===== config.mk =====
export PLATFORM = sky130hd
export DESIGN_NAME = marker_chunk_deframer
export DESIGN_NICKNAME = d
export VERILOG_FILES = /design/src/rtl/mcd_pkg.sv /design/src/rtl/mcd_front.sv /design/src/rtl/mcd_queue.sv /design/src/rtl/mcd_back.sv /design/src/rtl/marker_chunk_deframer.sv
export SDC_FILE = /design/constraint.sdc
export NUM_CORES = 1
export LEC_CHECK = 0
export BUFFER_PORTS_ARGS = -buffer_cell sky130_fd_sc_hd__buf_4
export CORE_UTILIZATION = 55
export CTS_CLUSTER_SIZE = 25
export DETAILED_ROUTE_END_ITERATION = 8
export PLACE_DENSITY = 0.73
export SKIP_LAST_GASP = 1
export SYNTH_ARGS = -nofsm -noshare
export SYNTH_HDL_FRONTEND = slang
export SYNTH_SLANG_ARGS = --single-unit
export TNS_END_PERCENT = 100

===== constraint.sdc =====
create_clock -name clk -period 18.5 [get_ports clk]
set_input_delay 3.7 -clock clk [delete_from_list [all_inputs] [get_ports clk]]
set_output_delay 3.7 -clock clk [all_outputs]
set_load 0.01 [all_outputs]

===== src/rtl/mcd_pkg.sv =====
// Shared types, register indexes, status codes and helpers for the marker chunk deframer.
// No dependencies; imported by every module of the block.
package mcd_pkg;

    // configuration register indexes
    localparam logic [2:0] REG_START_MARKER = 3'd0;
    localparam logic [2:0] REG_START_LENGTH = 3'd1;
    localparam logic [2:0] REG_END_MARKER   = 3'd2;
    localparam logic [2:0] REG_END_LENGTH   = 3'd3;
    localparam logic [2:0] REG_CHUNK_COUNT  = 3'd4;
    localparam logic [2:0] REG_SIZE_CODES   = 3'd5;
    localparam logic [2:0] REG_BIG_ENDIAN   = 3'd6;
    localparam logic [2:0] REG_SIGNED_MASK  = 3'd7;

    // result status codes
    localparam logic [1:0] ST_CHUNK    = 2'd0;
    localparam logic [1:0] ST_DONE     = 2'd1;
    localparam logic [1:0] ST_MISMATCH = 2'd2;

    // result queue between front and back
    localparam int QDEPTH = 4;
    localparam int QAW    = $clog2(QDEPTH);

    typedef struct packed {
        logic [31:0] start_marker;
        logic [2:0]  start_length;
        logic [31:0] end_marker;
        logic [2:0]  end_length;
        logic [4:0]  chunk_count;
        logic [31:0] chunk_size_codes;
        logic        big_endian;
        logic [15:0] signed_mask;
    } cfg_t;

    // one result as the front classifies it; the back finishes the value
    typedef struct packed {
        logic [3:0]  idx;
        logic [31:0] raw;
        logic [2:0]  nbytes;
        logic        sx;
        logic [1:0]  status;
        logic        fe;
    } res_t;

    function automatic logic [31:0] low_mask(input logic [2:0] nbytes);
        logic [31:0] m;
        unique case (nbytes)
            3'd0:    m = 32'h0000_0000;
            3'd1:    m = 32'h0000_00ff;
            3'd2:    m = 32'h0000_ffff;
            3'd3:    m = 32'h00ff_ffff;
            default: m = 32'hffff_ffff;
        endcase
        return m;
    endfunction

endpackage


===== src/rtl/mcd_front.sv =====
// Front end: per-byte frame parser (marker hunt, chunk cutting, end check).
// Depends on mcd_pkg; pushes classified results into mcd_queue.
module mcd_front
    import mcd_pkg::*;
#(
    parameter int MAX_CHUNKS       = 16,
    parameter int MAX_MARKER_BYTES = 4
) (
    input  logic       clk,
    input  logic       rst_n,
    input  cfg_t       cfg,
    input  logic       in_fire,
    input  logic [7:0] data_byte,
    output logic       push,
    output res_t       push_data
);

    localparam int CW = $clog2(MAX_CHUNKS + 1);
    localparam int MW = $clog2(MAX_MARKER_BYTES + 1);

    localparam logic [1:0] PH_HUNT   = 2'd0;
    localparam logic [1:0] PH_CHUNKS = 2'd1;
    localparam logic [1:0] PH_END    = 2'd2;

    logic [1:0]    phase_reg,  phase_next;
    logic [31:0]   window_reg, window_next;
    logic [MW-1:0] fill_reg,   fill_next;
    logic [CW-1:0] cur_reg,    cur_next;
    logic [2:0]    bic_reg,    bic_next;
    logic [31:0]   acc_reg,    acc_next;
    logic [MW-1:0] ebs_reg,    ebs_next;

    logic [MW-1:0] sl, el;
    logic [CW-1:0] cc;
    logic [31:0]   start_mask;
    logic [31:0]   win_shift;

    logic [1:0]    ph;
    logic          done;
    logic          go_hunt;
    logic [CW-1:0] cur_e, cur_new;
    logic [2:0]    bic_e, bic_new;
    logic [31:0]   acc_e, acc_new, raw;
    logic [MW-1:0] ebs_e, ebs_new;
    logic [2:0]    size;
    logic [1:0]    eshift;
    logic [7:0]    expect_byte;

    function automatic logic [2:0] size_of(input logic [1:0] code);
        logic [2:0] s;
        unique case (code)
            2'd0:       s = 3'd1;
            2'd1:       s = 3'd2;
            2'd2, 2'd3: s = 3'd4;
        endcase
        return s;
    endfunction

    function automatic logic top_bit(input logic [31:0] v, input logic [2:0] nbytes);
        logic t;
        priority case (nbytes)
            3'd1:    t = v[7];
            3'd2:    t = v[15];
            default: t = v[31];
        endcase
        return t;
    endfunction

    assign sl = (cfg.start_length > 3'(MAX_MARKER_BYTES)) ? MW'(MAX_MARKER_BYTES)
                                                          : cfg.start_length[MW-1:0];
    assign el = (cfg.end_length > 3'(MAX_MARKER_BYTES)) ? MW'(MAX_MARKER_BYTES)
                                                        : cfg.end_length[MW-1:0];
    assign cc = (cfg.chunk_count > 5'(MAX_CHUNKS)) ? CW'(MAX_CHUNKS) : CW'(cfg.chunk_count);
    assign start_mask = low_mask(3'(sl));
    assign win_shift  = {window_reg[23:0], data_byte};

    always_comb
    begin
        phase_next  = phase_reg;
        window_next = window_reg;
        fill_next   = fill_reg;
        cur_next    = cur_reg;
        bic_next    = bic_reg;
        acc_next    = acc_reg;
        ebs_next    = ebs_reg;
        push        = 1'b0;
        push_data   = '0;
        done        = 1'b0;
        go_hunt     = 1'b0;
        ph          = phase_reg;
        cur_e       = cur_reg;
        bic_e       = bic_reg;
        acc_e       = acc_reg;
        ebs_e       = ebs_reg;
        cur_new     = '0;
        bic_new     = '0;
        acc_new     = '0;
        ebs_new     = '0;
        raw         = '0;
        size        = 3'd1;
        eshift      = '0;
        expect_byte = '0;

        if (in_fire)
        begin
            if (phase_reg == PH_HUNT)
            begin
                if (sl != '0)
                begin
                    done        = 1'b1;
                    window_next = win_shift;
                    if (fill_reg < sl)
                        fill_next = MW'(fill_reg + 1'b1);
                    if (fill_next >= sl &&
                        (win_shift & start_mask) == (cfg.start_marker & start_mask))
                    begin
                        if (cc == '0 && el == '0)
                        begin
                            // marker-only frame
                            go_hunt          = 1'b1;
                            push             = 1'b1;
                            push_data.status = ST_DONE;
                            push_data.fe     = 1'b1;
                        end
                        else
                        begin
                            phase_next = PH_CHUNKS;
                            cur_next   = '0;
                            bic_next   = '0;
                            acc_next   = '0;
                            ebs_next   = '0;
                        end
                    end
                end
                else
                begin
                    // no start marker: this byte already belongs to the frame
                    ph    = PH_CHUNKS;
                    cur_e = '0;
                    bic_e = '0;
                    acc_e = '0;
                    ebs_e = '0;
                end
            end

            if (!done)
            begin
                if (ph == PH_CHUNKS && cur_e >= cc)
                begin
                    ph    = PH_END;
                    ebs_e = '0;
                end

                if (ph == PH_CHUNKS)
                begin
                    size    = size_of(cfg.chunk_size_codes[{4'(cur_e), 1'b0} +: 2]);
                    acc_new = cfg.big_endian ? {acc_e[23:0], data_byte}
                                             : acc_e | ({24'd0, data_byte} << {bic_e[1:0], 3'b000});
                    bic_new = bic_e + 3'd1;
                    if (bic_new >= size)
                    begin
                        raw              = acc_new & low_mask(size);
                        push             = 1'b1;
                        push_data.idx    = 4'(cur_e);
                        push_data.raw    = raw;
                        push_data.nbytes = size;
                        push_data.sx     = cfg.signed_mask[4'(cur_e)] & top_bit(raw, size);
                        push_data.status = ST_CHUNK;
                        cur_new          = CW'(cur_e + 1'b1);
                        phase_next       = PH_CHUNKS;
                        cur_next         = cur_new;
                        bic_next         = '0;
                        acc_next         = '0;
                        ebs_next         = ebs_e;
                        if (cur_new >= cc)
                        begin
                            if (el != '0)
                            begin
                                phase_next = PH_END;
                                ebs_next   = '0;
                            end
                            else
                            begin
                                push_data.fe = 1'b1;
                                go_hunt      = 1'b1;
                            end
                        end
                    end
                    else
                    begin
                        phase_next = PH_CHUNKS;
                        cur_next   = cur_e;
                        bic_next   = bic_new;
                        acc_next   = acc_new;
                        ebs_next   = ebs_e;
                    end
                end
                else
                begin
                    // end marker, first byte taken from the most significant used byte
                    cur_next    = cur_e;
                    bic_next    = bic_e;
                    acc_next    = acc_e;
                    eshift      = 2'(3'(el) - 3'd1 - 3'(ebs_e));
                    expect_byte = cfg.end_marker[{eshift, 3'b000} +: 8];
                    ebs_new     = MW'(ebs_e + 1'b1);
                    if (ebs_e >= el)
                    begin
                        go_hunt          = 1'b1;
                        push             = 1'b1;
                        push_data.status = ST_DONE;
                        push_data.fe     = 1'b1;
                    end
                    else if (data_byte != expect_byte)
                    begin
                        go_hunt          = 1'b1;
                        push             = 1'b1;
                        push_data.status = ST_MISMATCH;
                        push_data.fe     = 1'b1;
                    end
                    else if (ebs_new >= el)
                    begin
                        go_hunt          = 1'b1;
                        push             = 1'b1;
                        push_data.status = ST_DONE;
                        push_data.fe     = 1'b1;
                    end
                    else
                    begin
                        phase_next = PH_END;
                        ebs_next   = ebs_new;
                    end
                end
            end

            if (go_hunt)
            begin
                phase_next  = PH_HUNT;
                window_next = '0;
                fill_next   = '0;
                cur_next    = '0;
                bic_next    = '0;
                acc_next    = '0;
                ebs_next    = '0;
            end
        end
    end

    always_ff @(posedge clk or negedge rst_n)
    begin
        if (!rst_n)
        begin
            phase_reg  <= PH_HUNT;
            window_reg <= '0;
            fill_reg   <= '0;
            cur_reg    <= '0;
            bic_reg    <= '0;
            acc_reg    <= '0;
            ebs_reg    <= '0;
        end
        else
        begin
            phase_reg  <= phase_next;
            window_reg <= window_next;
            fill_reg   <= fill_next;
            cur_reg    <= cur_next;
            bic_reg    <= bic_next;
            acc_reg    <= acc_next;
            ebs_reg    <= ebs_next;
        end
    end

endmodule


===== src/rtl/mcd_queue.sv =====
// Short result queue decoupling the parser from the output stage.
// Depends on mcd_pkg (res_t, QDEPTH, QAW).
module mcd_queue
    import mcd_pkg::*;
(
    input  logic clk,
    input  logic rst_n,
    input  logic push,
    input  res_t push_data,
    output logic full,
    input  logic pop,
    output logic rd_valid,
    output res_t rd_data
);

    res_t           mem [QDEPTH];
    res_t           head_reg;
    logic [QAW-1:0] wr_ptr_reg, rd_ptr_reg, rd_ptr_next;
    logic [QAW:0]   count_reg,  count_next;

    assign full        = (count_reg == (QAW+1)'(QDEPTH));
    assign rd_valid    = (count_reg != '0);
    assign rd_data     = head_reg;
    assign rd_ptr_next = pop ? QAW'(rd_ptr_reg + 1'b1) : rd_ptr_reg;

    always_comb
    begin
        count_next = count_reg;
        if (push && !pop)
            count_next = count_reg + 1'b1;
        else if (pop && !push)
            count_next = count_reg - 1'b1;
    end

    // head entry is read ahead; a write into the slot about to become head bypasses the array
    always_ff @(posedge clk)
    begin
        if (push)
            mem[wr_ptr_reg] <= push_data;
        if (push && wr_ptr_reg == rd_ptr_next)
            head_reg <= push_data;
        else
            head_reg <= mem[rd_ptr_next];
    end

    always_ff @(posedge clk or negedge rst_n)
    begin
        if (!rst_n)
        begin
            wr_ptr_reg <= '0;
            rd_ptr_reg <= '0;
            count_reg  <= '0;
        end
        else
        begin
            if (push)
                wr_ptr_reg <= QAW'(wr_ptr_reg + 1'b1);
            rd_ptr_reg <= rd_ptr_next;
            count_reg  <= count_next;
        end
    end

    a_no_overflow: assert property (@(posedge clk) disable iff (!rst_n)
        push |-> !full || pop)
        else $error("result queue overflow");

    a_no_underflow: assert property (@(posedge clk) disable iff (!rst_n)
        pop |-> rd_valid)
        else $error("result queue underflow");

    a_count_bound: assert property (@(posedge clk) disable iff (!rst_n)
        count_reg <= (QAW+1)'(QDEPTH))
        else $error("result queue count out of range");

    a_ptr_gap: assert property (@(posedge clk) disable iff (!rst_n)
        QAW'(wr_ptr_reg - rd_ptr_reg) == QAW'(count_reg))
        else $error("result queue pointers disagree with count");

endmodule


===== src/rtl/mcd_back.sv =====
// Back end: sign-extends queued results and holds them in the output register.
// Depends on mcd_pkg (res_t, low_mask).
module mcd_back
    import mcd_pkg::*;
(
    input  logic        clk,
    input  logic        rst_n,
    input  logic        rd_valid,
    input  res_t        rd_data,
    output logic        pop,
    output logic        m_tvalid,
    input  logic        m_tready,
    output logic [39:0] m_tdata,   // chunk_index[3:0], chunk_value[36:4], status[38:37], zero pad
    output logic        m_tlast    // frame_end
);

    logic               valid_reg;
    logic [3:0]         idx_reg;
    logic signed [32:0] value_reg;
    logic [1:0]         status_reg;
    logic               fe_reg;
    logic [32:0]        value_ext;

    assign pop = rd_valid && (!valid_reg || m_tready);

    // set every bit above the chunk's top byte when it is a negative signed chunk
    assign value_ext = {1'b0, rd_data.raw}
                     | (rd_data.sx ? ~{1'b0, low_mask(rd_data.nbytes)} : 33'd0);

    always_ff @(posedge clk or negedge rst_n)
    begin
        if (!rst_n)
            valid_reg <= 1'b0;
        else if (pop)
            valid_reg <= 1'b1;
        else if (m_tready)
            valid_reg <= 1'b0;
    end

    always_ff @(posedge clk)
    begin
        if (pop)
        begin
            idx_reg    <= rd_data.idx;
            value_reg  <= value_ext;
            status_reg <= rd_data.status;
            fe_reg     <= rd_data.fe;
        end
    end

    assign m_tvalid = valid_reg;
    assign m_tdata  = {1'b0, status_reg, value_reg, idx_reg};
    assign m_tlast  = fe_reg;

endmodule


===== src/rtl/marker_chunk_deframer.sv =====
// Marker chunk deframer: byte stream in, chunk values and frame status out.
// Usage:
//   s_* carries one received byte per item. The block hunts for the start
//   marker, cuts the configured chunks, checks the end marker, then hunts again.
//   m_* carries results: a value for each chunk, then frame complete or end
//   mismatch unless the last chunk ends the frame; m_tlast marks a frame's last result.
//   Configuration is written through wr_en/wr_index/wr_data while no frame
//   result is outstanding; one write per cycle, no read-back.
// Flow:
//   One byte is taken every cycle while the queue is not full; the parser
//   updates its state once per byte. A result reaches m_tvalid through the
//   parser, then the 4-entry queue, then the output register.
// Reset:
//   rst_n clears the parser to hunting, empties the queue and drops m_tvalid;
//   all configuration registers read zero.
// Back-pressure:
//   While m_tready is low the result stays on m_* and later results gather in
//   the queue; s_tready falls only when the queue is full.
module marker_chunk_deframer
    import mcd_pkg::*;
#(
    parameter int MAX_CHUNKS       = 16,
    parameter int MAX_MARKER_BYTES = 4
) (
    input  logic        clk,
    input  logic        rst_n,
    input  logic        s_tvalid,
    output logic        s_tready,
    input  logic [7:0]  s_tdata,   // data_byte[7:0]
    output logic        m_tvalid,
    input  logic        m_tready,
    output logic [39:0] m_tdata,   // chunk_index[3:0], chunk_value[36:4], status[38:37], zero pad
    output logic        m_tlast,   // frame_end
    input  logic        wr_en,
    input  logic [2:0]  wr_index,
    input  logic [31:0] wr_data
);

    cfg_t cfg_reg;
    logic in_fire;
    logic push;
    res_t push_data;
    logic q_full;
    logic pop;
    logic rd_valid;
    res_t rd_data;

    always_ff @(posedge clk or negedge rst_n)
    begin
        if (!rst_n)
            cfg_reg <= '0;
        else if (wr_en)
        begin
            unique case (wr_index)
                REG_START_MARKER: cfg_reg.start_marker     <= wr_data;
                REG_START_LENGTH: cfg_reg.start_length     <= wr_data[2:0];
                REG_END_MARKER:   cfg_reg.end_marker       <= wr_data;
                REG_END_LENGTH:   cfg_reg.end_length       <= wr_data[2:0];
                REG_CHUNK_COUNT:  cfg_reg.chunk_count      <= wr_data[4:0];
                REG_SIZE_CODES:   cfg_reg.chunk_size_codes <= wr_data;
                REG_BIG_ENDIAN:   cfg_reg.big_endian       <= wr_data[0];
                REG_SIGNED_MASK:  cfg_reg.signed_mask      <= wr_data[15:0];
            endcase
        end
    end

    assign s_tready = !q_full;
    assign in_fire  = s_tvalid && s_tready;

    mcd_front #(
        .MAX_CHUNKS       (MAX_CHUNKS),
        .MAX_MARKER_BYTES (MAX_MARKER_BYTES)
    ) u_front (
        .clk       (clk),
        .rst_n     (rst_n),
        .cfg       (cfg_reg),
        .in_fire   (in_fire),
        .data_byte (s_tdata),
        .push      (push),
        .push_data (push_data)
    );

    mcd_queue u_queue (
        .clk       (clk),
        .rst_n     (rst_n),
        .push      (push),
        .push_data (push_data),
        .full      (q_full),
        .pop       (pop),
        .rd_valid  (rd_valid),
        .rd_data   (rd_data)
    );

    mcd_back u_back (
        .clk      (clk),
        .rst_n    (rst_n),
        .rd_valid (rd_valid),
        .rd_data  (rd_data),
        .pop      (pop),
        .m_tvalid (m_tvalid),
        .m_tready (m_tready),
        .m_tdata  (m_tdata),
        .m_tlast  (m_tlast)
    );

endmodule


==> flow_summary.ini <==
[routing]
detail_route.wl_per_cell_um = 22.40
drt.antenna.violating_nets = 0
drt_drc_violations_left = 0
drt_iter0_markers = 967
routed_via_density = 6.004
firstDrtPassIters = 5
routed-via-count = 10950
postRouteWirelength_mm = 40.84

[clock_network]
worst_skew_late_latency_ns = 0.55
cts_tree = yes
cts_repair_resize_count = 0
clockRootBuffer = sky130_fd_sc_hd__clkbuf_16
clkTransAtPathRegs_ns = 0.06
cts.htree.levels = 2
cts_num_sinks = 418
cts_inserted_buffers = 44
cts.hold.buffers_added = 0
postCtsSetupRepairBufs = 0
clock_path_buffers = 3

[setup_path]
cp-end-kind = register
critPathMaxFanout = 63
crit_required_ns = 18.93
reg2reg_to = u_queue.count_reg[1]
r2r_start = cfg_reg[91]
critPathLaunchType = register
r2r_setup_slack_ns = 11.15
critPathKind = register to register
ff2ff_path_depth = 23
worst_ep_arrival_time_ns = 7.78

[sta]
worst_slew_margin_rel_pct = 19.72
maximum_achievable_frequency_mhz = 136.0
rsz0062_at_grt = no
final_min_period_over_clock_period_pct = 39.73
finalClockSkew_ns = 0.02215
final-max-slew-violation-count = 0
final-setup-viol-count = 0
setup-tns-final_ns = 0
finalHoldViolations = 0
worst_pin_slew_ns = 1.204
finalWorstSetupSlack_ns = 11.15
final_period_minus_worst_setup_slack_ns = 7.351
hold_ws_ns = 0.4789

[final_layout]
multi_input_comb_area_um2 = 6521
final_layout_size_suffix_gt1_share_pct = 29.98
final_net_count = 1431
fillers = 2453
layout.cells.non_filler = 1823
layout.cells.most_common = sky130_fd_sc_hd__edfxtp_1
insertedDiodeCount = 0
utilization_pct = 63.97
mostFrequentLayoutCells = 212 x sky130_fd_sc_hd__edfxtp_1, 204 x sky130_fd_sc_hd__dfrtp_1, 128 x sky130_fd_sc_hd__mux2_2
area.sequential_um2 = 11510
largest_reg_flops = 172
synthToLayoutAreaGrowth_pct = 13.73

[pwr]
power_density_nw_per_um2 = 148.2
power.leakage_nw = 8.314
max-vdd-ir-drop_uv = 86.95

[logic_synthesis]
synth-async-reset-ratio_pct = 48.80
syn_area_per_cell_um2 = 14.55
yosysSeqAreaShare_pct = 62.58
synth.net_count = 1347
synth_ff_type = sky130_fd_sc_hd__edfxtp_1
post_synth_num_cell_types = 71
synthesis.instances = 1264
yosys_warns = 0
syn_area_um2 = 18400
synth_enable_flop_cells = 212
synth_seq_cells = 418

[floorplanning]
placeableCoreArea_um2 = 32700
die_w_um = 184.9
num_io_pins = 91
dieHeight_um = 184.9
floorplan.initialDensity_pct = 56.25
fp-row-count = 66
die-area_um2 = 34180

[grt]
antenna_found_initial = 0
first_global_vias = 10970
grt_overflow = 0
grt_first_pass_wirelength_mm = 64.27
grt_max_degree = 130
gr-usage-all-layers_pct = 24.96

[worst_hold_path]
class_of_the_tightest_hold_or_removal_check = register to register
min_path_cells = 1
min-delay-start = u_queue.rd_ptr_reg[1]
min_to = u_queue.rd_ptr_reg[1]

[placement]
routability_cong = 0.9215
io_buffers = 89
preCtsSetupSlack_ns = 11.25
place_hpwl_mm = 27.34
total_instance_count_after_detailed_placement = 1744

[run_status]
outcome = finished, final reports clean

[flow_run]
drv_cap = 0
## how the worst max path moves through the flow
stage,start,end,slack (ns)
floorplan,m_tready,u_queue.count_reg[1],11.40
global placement,cfg_reg[91],u_queue.count_reg[1],11.51
detailed placement,cfg_reg[91],u_queue.count_reg[1],11.25
CTS,cfg_reg[91],u_queue.count_reg[1],11.24
global route,cfg_reg[91],u_queue.count_reg[1],10.64
finish,cfg_reg[91],u_queue.count_reg[1],11.15
## stage by stage
stage                     total power [mW]  instance area (µm²)
after floorplan                      1.959                18400
after global placement               2.225                19470
final                                3.101                20920
after CTS                            3.130                20920
after detailed placement             2.252                19470
after global routing                 3.264                20920
## area by class of cell
class	count	area share (%)
flip-flops and latches	418	55.04
multi-input cells	755	31.17
clock buffers	60	5.981
repair buffers	104	3.762
well taps	442	2.644
clock inverters	19	0.9569
inverters	25	0.4486
## where the power goes
part / switching, mW / leakage (nW) / internal [mW]
clock network: 0.356 / 0.720 / 0.518
registers: 0.110 / 4.57 / 1.21
logic: 0.484 / 3.02 / 0.421
## metal layers
| layer | up-vias | wire length [µm] | GRT usage [%] |
|---|---|---|---|
| li1 | 4913 | - | - |
| met1 | 5588 | 17220 | 34.59 |
| met2 | 374 | 20370 | 41.20 |
| met3 | 70 | 2243 | 3.618 |
| met4 | 0 | 1003 | 7.207 |
| met5 | - | 0 | 0.4444 |
## cell families (layout without fill, tap and decap cells)
kind of cell	Yosys count	after routing	synth area share, %
adder cells (fa/ha/maj)	35	35	2.421
other	1	1	0.02039
flip-flops	418	418	62.58
XOR/XNOR	54	54	2.571
buffers and inverters	91	208	2.156
multiplexers	205	205	15.64
AO/OA/AOI/OAI	202	202	7.673
AND/OR/NAND/NOR	258	258	6.945
## Yosys cell counts (4+ instances only)
library cell                 n  area, µm²
sky130_fd_sc_hd__nor2b_1    10      62.56
sky130_fd_sc_hd__and2_1      5      31.28
sky130_fd_sc_hd__buf_2       5      25.02
sky130_fd_sc_hd__nand2b_1   13      81.33
sky130_fd_sc_hd__a21oi_1    22      110.1
sky130_fd_sc_hd__or2_2      34      212.7
sky130_fd_sc_hd__buf_4       4      30.03
sky130_fd_sc_hd__dfrtp_1   204       5105
sky130_fd_sc_hd__a22oi_1    33      247.7
sky130_fd_sc_hd__mux2i_1    23      230.2
sky130_fd_sc_hd__a31oi_1    28      175.2
sky130_fd_sc_hd__nor2_1     81      304.0
sky130_fd_sc_hd__clkbuf_1   48      180.2
sky130_fd_sc_hd__mux2_2    128       1441
sky130_fd_sc_hd__buf_1       5      18.77
sky130_fd_sc_hd__edfxtp_1  212       6366
sky130_fd_sc_hd__nor3_1      8      40.04
sky130_fd_sc_hd__a32o_1      5      50.05
sky130_fd_sc_hd__nand2_1    63      236.5
sky130_fd_sc_hd__xnor2_1    42      367.9
sky130_fd_sc_hd__a22o_1     33      289.0
sky130_fd_sc_hd__nand3_1     7      35.03
sky130_fd_sc_hd__ha_1       34      425.4
sky130_fd_sc_hd__a21o_1     12      90.09
sky130_fd_sc_hd__nand4_1     9      56.30
sky130_fd_sc_hd__and3_1      6      37.54
sky130_fd_sc_hd__mux4_2     53       1194
sky130_fd_sc_hd__o21ai_0    44      220.2
sky130_fd_sc_hd__xor2_1     12      105.1
sky130_fd_sc_hd__inv_1      25      93.84
## critical path: stages, from the launching register on
cell                      delay [ns]
sky130_fd_sc_hd__dfrtp_1        0.45
sky130_fd_sc_hd__nor3_2         0.38
sky130_fd_sc_hd__nand2_2        0.75
sky130_fd_sc_hd__nand2_1        0.60
sky130_fd_sc_hd__inv_1          0.20
sky130_fd_sc_hd__ha_1           0.34
sky130_fd_sc_hd__a21o_1         0.15
sky130_fd_sc_hd__a21oi_1        0.16
sky130_fd_sc_hd__o21ai_0        0.15
sky130_fd_sc_hd__a21oi_1        0.17
sky130_fd_sc_hd__nor2_1         0.09
sky130_fd_sc_hd__nor2b_1        0.22
sky130_fd_sc_hd__ha_1           0.29
sky130_fd_sc_hd__xor2_1         0.63
sky130_fd_sc_hd__mux4_2         0.43
sky130_fd_sc_hd__xnor2_1        0.16
sky130_fd_sc_hd__nand4_1        0.25
sky130_fd_sc_hd__nor3_4         0.40
sky130_fd_sc_hd__o21ai_1        0.12
sky130_fd_sc_hd__and3_1         0.28
sky130_fd_sc_hd__ha_1           0.26
sky130_fd_sc_hd__inv_1          0.09
sky130_fd_sc_hd__fa_1           0.38
sky130_fd_sc_hd__mux2_2         0.27
No activity file was read; power rests on OpenSTA's default activity.
